## src/assert_macros.svh

```systemverilog
// ---------------------------------------------------------------------------
// Assertion macros
// Shared concurrent assertion wrappers, empty in synthesis.
// ---------------------------------------------------------------------------
`ifndef ASSERT_MACROS_SVH
`define ASSERT_MACROS_SVH
`ifndef SYNTHESIS
`define ASSERT_CLK(lbl, clk, rst, prop) \
   lbl: assert property (@(posedge clk) disable iff (rst) (prop)) \
      else $error("assertion failed");
`define ASSERT_NEVER(lbl, clk, rst, prop) \
   lbl: assert property (@(posedge clk) disable iff (rst) !(prop)) \
      else $error("forbidden condition seen");
`else
`define ASSERT_CLK(lbl, clk, rst, prop)
`define ASSERT_NEVER(lbl, clk, rst, prop)
`endif
`endif

```

## src/xfr_pkg.sv

```systemverilog
// ---------------------------------------------------------------------------
// xfr_pkg
// Constants, codes and helpers of the XMODEM flash receiver.
// ---------------------------------------------------------------------------
package xfr_pkg;

   localparam int PACKET_BYTES_DEF = 128;
   localparam int PAGE_BYTES_DEF   = 128;

   localparam int KIND_W  = 2;
   localparam int BYTE_W  = 8;
   localparam int ADDR_W  = 16;
   localparam int DATA_W  = 32;
   localparam int FP_W    = 17;
   localparam int CHK_W   = 16;
   localparam int CSR_IDX_W = 2;

   localparam logic [BYTE_W-1:0] SOH_CODE   = 8'h01;
   localparam logic [BYTE_W-1:0] EOT_CODE   = 8'h04;
   localparam logic [BYTE_W-1:0] ACK_CODE   = 8'h06;
   localparam logic [BYTE_W-1:0] NACK_CODE  = 8'h15;
   localparam logic [BYTE_W-1:0] READY_CODE = 8'h43;

   localparam logic [CHK_W-1:0] CRC_POLY = 16'h1021;
   localparam logic [CHK_W-1:0] CRC_MSB  = 16'h8000;

   localparam logic CMD_TICK = 1'b1;

   localparam logic [CSR_IDX_W-1:0] CSR_CRC_MODE     = 2'd0;
   localparam logic [CSR_IDX_W-1:0] CSR_CHECK_ENABLE = 2'd1;
   localparam logic [CSR_IDX_W-1:0] CSR_FLASH_BYTES  = 2'd2;

   localparam logic [FP_W-1:0] FLASH_BYTES_RST = 17'd8192;

   typedef enum logic [KIND_W-1:0] {
      KIND_TX    = 2'd0,
      KIND_ERASE = 2'd1,
      KIND_FILL  = 2'd2,
      KIND_WRITE = 2'd3
   } kind_type;

   function automatic logic [CHK_W-1:0] crc16_byte(input logic [CHK_W-1:0] crc,
                                                   input logic [BYTE_W-1:0] data);
      logic [CHK_W-1:0] acc;
      acc = crc ^ {data, 8'h00};
      for (int b = 0; b < 8; b++) begin
         if ((acc & CRC_MSB) != '0) begin
            acc = {acc[CHK_W-2:0], 1'b0} ^ CRC_POLY;
         end else begin
            acc = {acc[CHK_W-2:0], 1'b0};
         end
      end
      return acc;
   endfunction

endpackage

```

## src/xmodem_flash_receiver.sv

```systemverilog
// ---------------------------------------------------------------------------
// xmodem_flash_receiver
// XMODEM receiver that checks 128-byte packets and emits flash commands.
// ---------------------------------------------------------------------------
// Requests carry one UART byte (req_cmd low) or a one-second silence tick
// (req_cmd high). Responses carry either a byte to transmit or a flash
// command (page erase, 32-bit fill, page write); rsp_last marks the final
// response caused by a request. Both channels move a request when valid is
// high and stall is low.
// A request that causes a single reply byte passes through the reply state,
// which waits out any output stall. The final check byte of a good packet
// runs the flash sequencer: per page one erase, PAGE_BYTES/4 fills and one
// write, then ACK or NACK. Each fill first passes through a read state,
// since the packet buffer has one read port with registered data.
// req_stall is high while the sequencer runs; a stalled response holds in
// the output register and the sequencer waits on it.
// Synchronous reset returns the protocol to waiting for the first SOH,
// restores the register defaults and empties the output register. The
// packet buffer is not cleared; it is always written before it is read.
// ---------------------------------------------------------------------------
module xmodem_flash_receiver #(
   parameter int PACKET_BYTES = xfr_pkg::PACKET_BYTES_DEF,
   parameter int PAGE_BYTES   = xfr_pkg::PAGE_BYTES_DEF
) (
   input  logic                            clock,
   input  logic                            reset,
   input  logic                            req_valid,
   output logic                            req_stall,
   input  logic                            req_cmd,
   input  logic [xfr_pkg::BYTE_W-1:0]      req_rx_byte,
   output logic                            rsp_valid,
   input  logic                            rsp_stall,
   output logic [xfr_pkg::KIND_W-1:0]      rsp_kind,
   output logic [xfr_pkg::BYTE_W-1:0]      rsp_tx_byte,
   output logic [xfr_pkg::ADDR_W-1:0]      rsp_flash_address,
   output logic [xfr_pkg::DATA_W-1:0]      rsp_fill_data,
   output logic                            rsp_done_res,
   output logic                            rsp_last,
   input  logic                            csr_we,
   input  logic [xfr_pkg::CSR_IDX_W-1:0]   csr_index,
   input  logic [xfr_pkg::FP_W-1:0]        csr_wdata
);
   import xfr_pkg::*;
   `include "assert_macros.svh"

   localparam int WORDS      = PACKET_BYTES / 4;
   localparam int WADDR_W    = $clog2(WORDS);
   localparam int CNT_W      = $clog2(PACKET_BYTES);
   localparam int PAGE_WORDS = PAGE_BYTES / 4;
   localparam int OFF_W      = $clog2(PAGE_WORDS);

   typedef enum logic [3:0] {
      PH_IDLE, PH_BLK, PH_NBLK, PH_DATA, PH_CHK1,
      PH_CHK2, PH_CHK2_BAD, PH_SYNC, PH_DRAIN, PH_DONE
   } phase_type;

   typedef enum logic [2:0] {
      S_ACCEPT, S_REPLY, S_ERASE, S_FILLRD, S_FILL, S_WRITE
   } seq_type;

   logic [DATA_W-1:0] store_mem [WORDS];
   logic [DATA_W-1:0] rd_data_ff;

   phase_type           phase_ff, phase_in;
   seq_type             seq_ff, seq_in;
   logic [BYTE_W-1:0]   block_ff, block_in;
   logic [CNT_W-1:0]    count_ff, count_in;
   logic [BYTE_W-1:0]   sum_ff, sum_in;
   logic [CHK_W-1:0]    crc_ff, crc_in;
   logic [CHK_W-1:0]    rcheck_ff, rcheck_in;
   logic [FP_W-1:0]     fp_ff, fp_in;
   logic [WADDR_W-1:0]  wptr_ff, wptr_in;
   logic [BYTE_W-1:0]   reply_tx_ff, reply_tx_in;
   logic                reply_done_ff, reply_done_in;
   logic                crc_mode_ff, crc_mode_in;
   logic                check_en_ff, check_en_in;
   logic [FP_W-1:0]     flash_bytes_ff, flash_bytes_in;

   logic                rsp_valid_ff, rsp_valid_in;
   kind_type            rsp_kind_ff, rsp_kind_in;
   logic [BYTE_W-1:0]   rsp_tx_ff, rsp_tx_in;
   logic [ADDR_W-1:0]   rsp_addr_ff, rsp_addr_in;
   logic [DATA_W-1:0]   rsp_data_ff, rsp_data_in;
   logic                rsp_done_ff, rsp_done_in;
   logic                rsp_last_ff, rsp_last_in;

   logic                accept;
   logic                tick;
   logic                slot_free;
   logic                mem_we;
   logic                page_fits;
   logic [OFF_W+1:0]    off_bytes;
   logic [FP_W-1:0]     fill_addr;

   assign req_stall = (seq_ff != S_ACCEPT);
   assign accept    = req_valid && !req_stall;
   assign tick      = (req_cmd == CMD_TICK);
   assign slot_free = !rsp_valid_ff || !rsp_stall;
   assign mem_we    = accept && (phase_ff == PH_DATA) && !tick;
   assign off_bytes = {wptr_ff[OFF_W-1:0], 2'b00};
   assign fill_addr = fp_ff + FP_W'(off_bytes);
   assign page_fits = ({1'b0, fp_ff} + (FP_W+1)'(PAGE_BYTES)) <= {1'b0, flash_bytes_ff};

   always_comb begin
      logic             fin;
      logic             fin_bad;
      logic [CHK_W-1:0] fin_rc;
      logic [CHK_W-1:0] fin_acc;

      phase_in       = phase_ff;
      seq_in         = seq_ff;
      block_in       = block_ff;
      count_in       = count_ff;
      sum_in         = sum_ff;
      crc_in         = crc_ff;
      rcheck_in      = rcheck_ff;
      fp_in          = fp_ff;
      wptr_in        = wptr_ff;
      reply_tx_in    = reply_tx_ff;
      reply_done_in  = reply_done_ff;
      crc_mode_in    = crc_mode_ff;
      check_en_in    = check_en_ff;
      flash_bytes_in = flash_bytes_ff;
      rsp_valid_in   = rsp_valid_ff && rsp_stall;
      rsp_kind_in    = rsp_kind_ff;
      rsp_tx_in      = rsp_tx_ff;
      rsp_addr_in    = rsp_addr_ff;
      rsp_data_in    = rsp_data_ff;
      rsp_done_in    = rsp_done_ff;
      rsp_last_in    = rsp_last_ff;
      fin            = 1'b0;
      fin_bad        = 1'b0;
      fin_rc         = rcheck_ff;

      if (csr_we) begin
         case (csr_index)
            CSR_CRC_MODE:     crc_mode_in    = csr_wdata[0];
            CSR_CHECK_ENABLE: check_en_in    = csr_wdata[0];
            CSR_FLASH_BYTES:  flash_bytes_in = csr_wdata;
            default: ;
         endcase
      end

      case (seq_ff)
         S_ACCEPT: begin
            if (accept) begin
               case (phase_ff)
                  PH_IDLE: begin
                     if (!tick && req_rx_byte == SOH_CODE) begin
                        phase_in = PH_BLK;
                     end else begin
                        reply_tx_in   = READY_CODE;
                        reply_done_in = 1'b0;
                        seq_in        = S_REPLY;
                     end
                  end
                  PH_BLK: begin
                     phase_in = (!tick && req_rx_byte == block_ff) ? PH_NBLK : PH_SYNC;
                  end
                  PH_NBLK: begin
                     if (!tick && ~req_rx_byte == block_ff) begin
                        count_in = '0;
                        sum_in   = '0;
                        crc_in   = '0;
                        phase_in = PH_DATA;
                     end else begin
                        phase_in = PH_SYNC;
                     end
                  end
                  PH_DATA: begin
                     if (tick) begin
                        phase_in = PH_SYNC;
                     end else begin
                        sum_in   = sum_ff + req_rx_byte;
                        crc_in   = crc16_byte(crc_ff, req_rx_byte);
                        count_in = count_ff + 1'b1;
                        if (count_ff == CNT_W'(PACKET_BYTES - 1)) begin
                           phase_in = PH_CHK1;
                        end
                     end
                  end
                  PH_CHK1: begin
                     if (crc_mode_ff) begin
                        rcheck_in = tick ? '0 : {req_rx_byte, 8'h00};
                        phase_in  = tick ? PH_CHK2_BAD : PH_CHK2;
                     end else begin
                        fin_rc    = tick ? '0 : {8'h00, req_rx_byte};
                        rcheck_in = fin_rc;
                        fin       = 1'b1;
                        fin_bad   = tick;
                     end
                  end
                  PH_CHK2, PH_CHK2_BAD: begin
                     fin_rc    = tick ? rcheck_ff : {rcheck_ff[CHK_W-1:8], req_rx_byte};
                     rcheck_in = fin_rc;
                     fin       = 1'b1;
                     fin_bad   = tick || (phase_ff == PH_CHK2_BAD);
                  end
                  PH_SYNC: begin
                     if (!tick && req_rx_byte == SOH_CODE) begin
                        phase_in = PH_BLK;
                     end else if (!tick && req_rx_byte == EOT_CODE) begin
                        reply_tx_in   = ACK_CODE;
                        reply_done_in = 1'b1;
                        seq_in        = S_REPLY;
                        phase_in      = PH_DONE;
                     end else begin
                        phase_in = PH_DRAIN;
                     end
                  end
                  PH_DRAIN: begin
                     if (tick) begin
                        reply_tx_in   = NACK_CODE;
                        reply_done_in = 1'b0;
                        seq_in        = S_REPLY;
                        phase_in      = PH_SYNC;
                     end
                  end
                  PH_DONE: ;
                  default: phase_in = PH_SYNC;
               endcase
            end
         end
         S_REPLY: begin
            if (slot_free) begin
               rsp_valid_in = 1'b1;
               rsp_kind_in  = KIND_TX;
               rsp_tx_in    = reply_tx_ff;
               rsp_addr_in  = '0;
               rsp_data_in  = '0;
               rsp_done_in  = reply_done_ff;
               rsp_last_in  = 1'b1;
               seq_in       = S_ACCEPT;
            end
         end
         S_ERASE: begin
            if (!page_fits) begin
               reply_tx_in   = NACK_CODE;
               reply_done_in = 1'b0;
               seq_in        = S_REPLY;
            end else if (slot_free) begin
               rsp_valid_in = 1'b1;
               rsp_kind_in  = KIND_ERASE;
               rsp_tx_in    = '0;
               rsp_addr_in  = fp_ff[ADDR_W-1:0];
               rsp_data_in  = '0;
               rsp_done_in  = 1'b0;
               rsp_last_in  = 1'b0;
               seq_in       = S_FILLRD;
            end
         end
         S_FILLRD: seq_in = S_FILL;
         S_FILL: begin
            if (slot_free) begin
               rsp_valid_in = 1'b1;
               rsp_kind_in  = KIND_FILL;
               rsp_tx_in    = '0;
               rsp_addr_in  = fill_addr[ADDR_W-1:0];
               rsp_data_in  = rd_data_ff;
               rsp_done_in  = 1'b0;
               rsp_last_in  = 1'b0;
               wptr_in      = wptr_ff + 1'b1;
               seq_in       = (wptr_ff[OFF_W-1:0] == OFF_W'(PAGE_WORDS - 1)) ?
                              S_WRITE : S_FILLRD;
            end
         end
         S_WRITE: begin
            if (slot_free) begin
               rsp_valid_in = 1'b1;
               rsp_kind_in  = KIND_WRITE;
               rsp_tx_in    = '0;
               rsp_addr_in  = fp_ff[ADDR_W-1:0];
               rsp_data_in  = '0;
               rsp_done_in  = 1'b0;
               rsp_last_in  = 1'b0;
               fp_in        = fp_ff + FP_W'(PAGE_BYTES);
               if (wptr_ff == '0) begin
                  reply_tx_in   = ACK_CODE;
                  reply_done_in = 1'b0;
                  seq_in        = S_REPLY;
               end else begin
                  seq_in = S_ERASE;
               end
            end
         end
         default: seq_in = S_ACCEPT;
      endcase

      fin_acc = crc_mode_ff ? crc_ff : {8'h00, sum_ff};
      if (fin) begin
         phase_in = PH_SYNC;
         if (!check_en_ff || (!fin_bad && fin_acc == fin_rc)) begin
            block_in = block_ff + 1'b1;
            wptr_in  = '0;
            seq_in   = S_ERASE;
         end
      end
   end

   always_ff @(posedge clock) begin
      if (mem_we) begin
         store_mem[count_ff[CNT_W-1:2]][count_ff[1:0]*8 +: 8] <= req_rx_byte;
      end
      rd_data_ff <= store_mem[wptr_ff];
   end

   always_ff @(posedge clock) begin
      if (reset) begin
         phase_ff       <= PH_IDLE;
         seq_ff         <= S_ACCEPT;
         block_ff       <= 8'd1;
         count_ff       <= '0;
         sum_ff         <= '0;
         crc_ff         <= '0;
         rcheck_ff      <= '0;
         fp_ff          <= '0;
         wptr_ff        <= '0;
         crc_mode_ff    <= 1'b0;
         check_en_ff    <= 1'b1;
         flash_bytes_ff <= FLASH_BYTES_RST;
         rsp_valid_ff   <= 1'b0;
      end else begin
         phase_ff       <= phase_in;
         seq_ff         <= seq_in;
         block_ff       <= block_in;
         count_ff       <= count_in;
         sum_ff         <= sum_in;
         crc_ff         <= crc_in;
         rcheck_ff      <= rcheck_in;
         fp_ff          <= fp_in;
         wptr_ff        <= wptr_in;
         crc_mode_ff    <= crc_mode_in;
         check_en_ff    <= check_en_in;
         flash_bytes_ff <= flash_bytes_in;
         rsp_valid_ff   <= rsp_valid_in;
      end
      reply_tx_ff   <= reply_tx_in;
      reply_done_ff <= reply_done_in;
      rsp_kind_ff   <= rsp_kind_in;
      rsp_tx_ff     <= rsp_tx_in;
      rsp_addr_ff   <= rsp_addr_in;
      rsp_data_ff   <= rsp_data_in;
      rsp_done_ff   <= rsp_done_in;
      rsp_last_ff   <= rsp_last_in;
   end

   assign rsp_valid         = rsp_valid_ff;
   assign rsp_kind          = rsp_kind_ff;
   assign rsp_tx_byte       = rsp_tx_ff;
   assign rsp_flash_address = rsp_addr_ff;
   assign rsp_fill_data     = rsp_data_ff;
   assign rsp_done_res      = rsp_done_ff;
   assign rsp_last          = rsp_last_ff;

   `ASSERT_CLK(a_busy_phase, clock, reset, (seq_ff != S_ACCEPT) |-> (phase_ff == PH_IDLE || phase_ff == PH_SYNC || phase_ff == PH_DONE))
   `ASSERT_CLK(a_load_busy, clock, reset, $rose(rsp_valid_ff) |-> $past(seq_ff != S_ACCEPT))
   `ASSERT_CLK(a_addr_align, clock, reset, rsp_valid_ff |-> (rsp_addr_ff[1:0] == 2'b00))
   `ASSERT_NEVER(a_done_ack, clock, reset, rsp_valid_ff && rsp_done_ff && (rsp_tx_ff != ACK_CODE || !rsp_last_ff))

endmodule

```

## config.mk

```make
export PLATFORM = sky130hd
export DESIGN_NAME = xmodem_flash_receiver
export DESIGN_NICKNAME = d
export VERILOG_FILES = /design/src/xfr_pkg.sv /design/src/xmodem_flash_receiver.sv
export VERILOG_INCLUDE_DIRS = /design/src /design/src/src
export SDC_FILE = /design/constraint.sdc
export NUM_CORES = 2
export LEC_CHECK = 0
export BUFFER_PORTS_ARGS = -buffer_cell sky130_fd_sc_hd__clkbuf_2
export CAP_MARGIN = 30
export CORE_ASPECT_RATIO = 1.75
export CORE_UTILIZATION = 60
export DETAILED_ROUTE_END_ITERATION = 6
export PLACE_DENSITY = 0.81
export REMOVE_ABC_BUFFERS = 1
export SLEW_MARGIN = 20
export SYNTH_ARGS = -nofsm -noshare
export SYNTH_HDL_FRONTEND = slang
export SYNTH_SLANG_ARGS = --single-unit
```

## constraint.sdc

```tcl
create_clock -name clock -period 5.2 [get_ports clock]
set_input_delay 0.78 -clock clock [delete_from_list [all_inputs] [get_ports clock]]
set_output_delay 0.78 -clock clock [all_outputs]
set_load 0.03 [all_outputs]
```

==> summary.md <==
| Metric | Value |
|---|---|
| Run status | `complete, but fails checks` |
| Failing checks | `design-rule violations` |
| Max-Cap Viols | `0` |
| Placed Instances | `3617` |
| Overflow after GRT | `0` |
| Final slew viol count | `0` |
| Endpoints failing hold | `0` |
| Initial Util | `0.6069` |
| Crit Path Class | `reg -> reg` |
| Critical path capture point type | `flip-flop` |
| Req. time, crit path | `5520 ps` |
| Count of cell types in the netlist | `64` |
| Total track usage | `0.2996` |
| # resized after CTS | `0` |
| Clk root buf | `clkbuf_16` |
| Post-DP HPWL | `74870 um` |
| CP arrival | `4050 ps` |
| Post-Route WL | `120400 um` |
| Remaining antenna violation count | `0` |
| Pwr/cell area | `355.7 mW/mm^2` |
| Later-pin clock latency in the skew report | `700 ps` |
| Vias in the first global route | `25813` |
| Netlist Area Pre-Place | `0.04838 mm^2` |
| Worst slew margin relative to its limit | `0.4101` |
| Fmax achieved | `0.2677 GHz` |
| Most frequent cell after synthesis | `edfxtp_1` |
| Placer Congestion | `0.8885` |
| Synth area leader | `edfxtp_1` |
| Setup Skew | `27.32 ps` |
| Core Footprint | `0.07971 mm^2` |
| Synthesized flop and latch total | `1214` |
| Post-synth top flop | `edfxtp_1` |
| Chip height | `377.6 um` |
| Tmin final | `3736 ps` |
| # port buffers | `89` |
| Antenna violations before repair | `4` |
| Largest cells by area after synthesis | `edfxtp_1, mux4_2, dfxtp_1, nor2_1, and2_1` |
| Drt pass-1 iters | `7` |
| Cell Chain, Critical Path | `nand4bb_1, nor3b_2, nand2_1, buf_4, nor2_1` |
| Hold WS | `300.3 ps` |
| Sink Count | `1214` |
| Post-synthesis sequential area ratio | `0.7269` |
| Clk slew on worst S/H paths | `70 ps` |
| Final net count | `2746` |
| Layout cells sized above 1 | `0.2482` |
| Yosys warns | `0` |
| Width of the die | `216.7 um` |
| DRT iter0 DRCs | `3068` |
| Slew @ Worst Pin | `881.6 ps` |
| Remaining routing DRC violations | `3` |
| Leak pwr | `14.91 nW` |
| Share of the synthesized area in the top cell type | `0.6735` |
| Largest net degree at the start of global routing | `97` |
| Post-CTS setup buffers | `0` |
| CP top delay family | `simple AND/OR/NAND/NOR gates` |
| Layout Cells excl Fill | `3811` |
| Hold Crit Class | `in -> reg` |
| H-tree depth | `3` |
| Slowest Stage Delay on Critical Path | `870 ps` |
| Max IR drop VDD | `0.3770 mV` |
| Deepest clock path buffer count | `3` |
| Post-synth EDFFs | `1085` |
| Hold Buf Count CTS | `0` |
| Final Setup Violations | `0` |
| CTS tree | `built` |
| Tcrit/Tclk final | `0.7185` |
| Post-synthesis async set-or-reset flop share | `0` |
| Num ports | `95` |
| CTS buffer count | `100` |
| CP startpoint kind | `flip-flop` |
| Vias | `25250` |
| Pwr Total | `0.01901 W` |
| P&R area growth vs syn | `10.44%` |
| Die ar. | `0.08181 mm^2` |
| First-pass GRT wire length | `173600 um` |
| RSZ-0062 raised after global routing | `no` |
| Worst-path fanout max | `32` |
| Routed WL per cell | `31.60 um` |
| Syn Inst Count | `2585` |
| Rows | `137` |
| Most frequent cells after synthesis | `edfxtp_1, mux4_2, nor2_1` |
| Slowest stage cell, crit path | `nor3b_2` |
| Via/cell ratio | `6.626` |
| Buf+Inv Stages, Crit Path | `1` |
| Synth Area per Inst | `18.71 um^2` |
==> power by group <==
part	internal (W)	switching (W)
clock	0.00413	0.00351
sequential	0.0106	0.0000684
combinational	0.000181	0.000484
==> layer usage <==
metal	up-vias	GRT usage	share of wire
met2	1554	0.5337	0.54
met4	2	0.1714	0.065
met1	12958	0.3394	0.32
li1	10407	-	-
met3	329	0.05113	0.076
met5	-	0	0.00047
==> kinds of logic (layout without fill, tap and decap cells) <==
kind of cell / after synthesis / in the layout / synth area share
xor gates and xnor gates: 80 / 80 / 0.01448
AOI/OAI and AO/OA: 149 / 149 / 0.01947
adders and majority gates: 29 / 29 / 0.007656
muxes: 374 / 374 / 0.1612
buffers and inverters: 189 / 368 / 0.01528
other: 1 / 6 / 0.00007752
DFF: 1214 / 1214 / 0.7269
and+or+nand+nor: 549 / 549 / 0.05501
==> worst min-delay path: stages <==
cell      delay, ps
clkbuf_2         80
nand2_1          40
a21oi_1          50
==> per-stage QoR <==
step             util  area [um^2]  TNS (ps)  worst slack (ps)
6_report       0.6703        53430         0              1464
5_1_grt        0.6703        53430         0              1212
4_1_cts        0.6693        53350         0              1542
3_5_place_dp   0.6282        50070         0              1364
3_3_place_gp   0.6277        50030         0              1585
2_1_floorplan       -        47780   -322230             -7583
==> cells in the final DEF (no fill, tap or decap), types with 14 or more instances in the layout <==
master     count
clkbuf_2      89
a22oi_1       29
clkinv_1      16
edfxtp_1    1085
dfxtp_1      124
nand3_1       19
nor3_1        26
clkbuf_16    102
buf_4         47
xnor2_1       41
nor3b_1       15
and2_1        70
mux2_2        39
mux2i_1       15
nand2_1      107
and3_1        14
xor2_1        39
clkbuf_1      16
inv_1         34
clkinv_2      18
ha_1          28
mux4_2       320
o21ai_0       16
nor2_1       217
a21oi_1       56
nor2b_1       27
==> sequential cells by signal (all words and copies together), names as in the netlist, 2 cells and up <==
| signal | count |
|---|---|
| block_ff | 8 |
| count_ff | 7 |
| crc_ff | 16 |
| flash_bytes_ff | 17 |
| fp_ff | 10 |
| phase_ff | 4 |
| rcheck_ff | 16 |
| rd_data_ff | 32 |
| reply_tx_ff | 5 |
| rsp_fill_data | 32 |
| rsp_flash_address | 14 |
| rsp_kind | 2 |
| rsp_tx_byte | 5 |
| seq_ff | 3 |
| store_mem | 1024 |
| sum_ff | 8 |
| wptr_ff | 5 |
==> cell type report <==
| class | count | area, um^2 |
|---|---|---|
| sequential | 1214 | 35180 |
| fill | 4816 | 26280 |
| multi-input combinational | 1186 | 12540 |
| clock buffer | 118 | 2613 |
| tap | 1042 | 1304 |
| timing repair buffer | 148 | 996.0 |
| clock inverter | 68 | 666.9 |
| inverter | 34 | 127.6 |
| antenna | 1 | 2.502 |
==> path summary, 6_finish.rpt <==
| check | from | to | slack (ps) | cells past startpoint |
|---|---|---|---|---|
| min | csr_wdata[3] | flash_bytes_ff[3] | 300 | 3 |
| max reg2reg | phase_ff[0] | store_mem[10][8] | 1460 | 5 |
| max | phase_ff[0] | store_mem[10][8] | 1460 | 5 |
| min reg2reg | flash_bytes_ff[10] | flash_bytes_ff[10] | 460 | 2 |
Note: power is estimated with default switching activity, not from simulation.
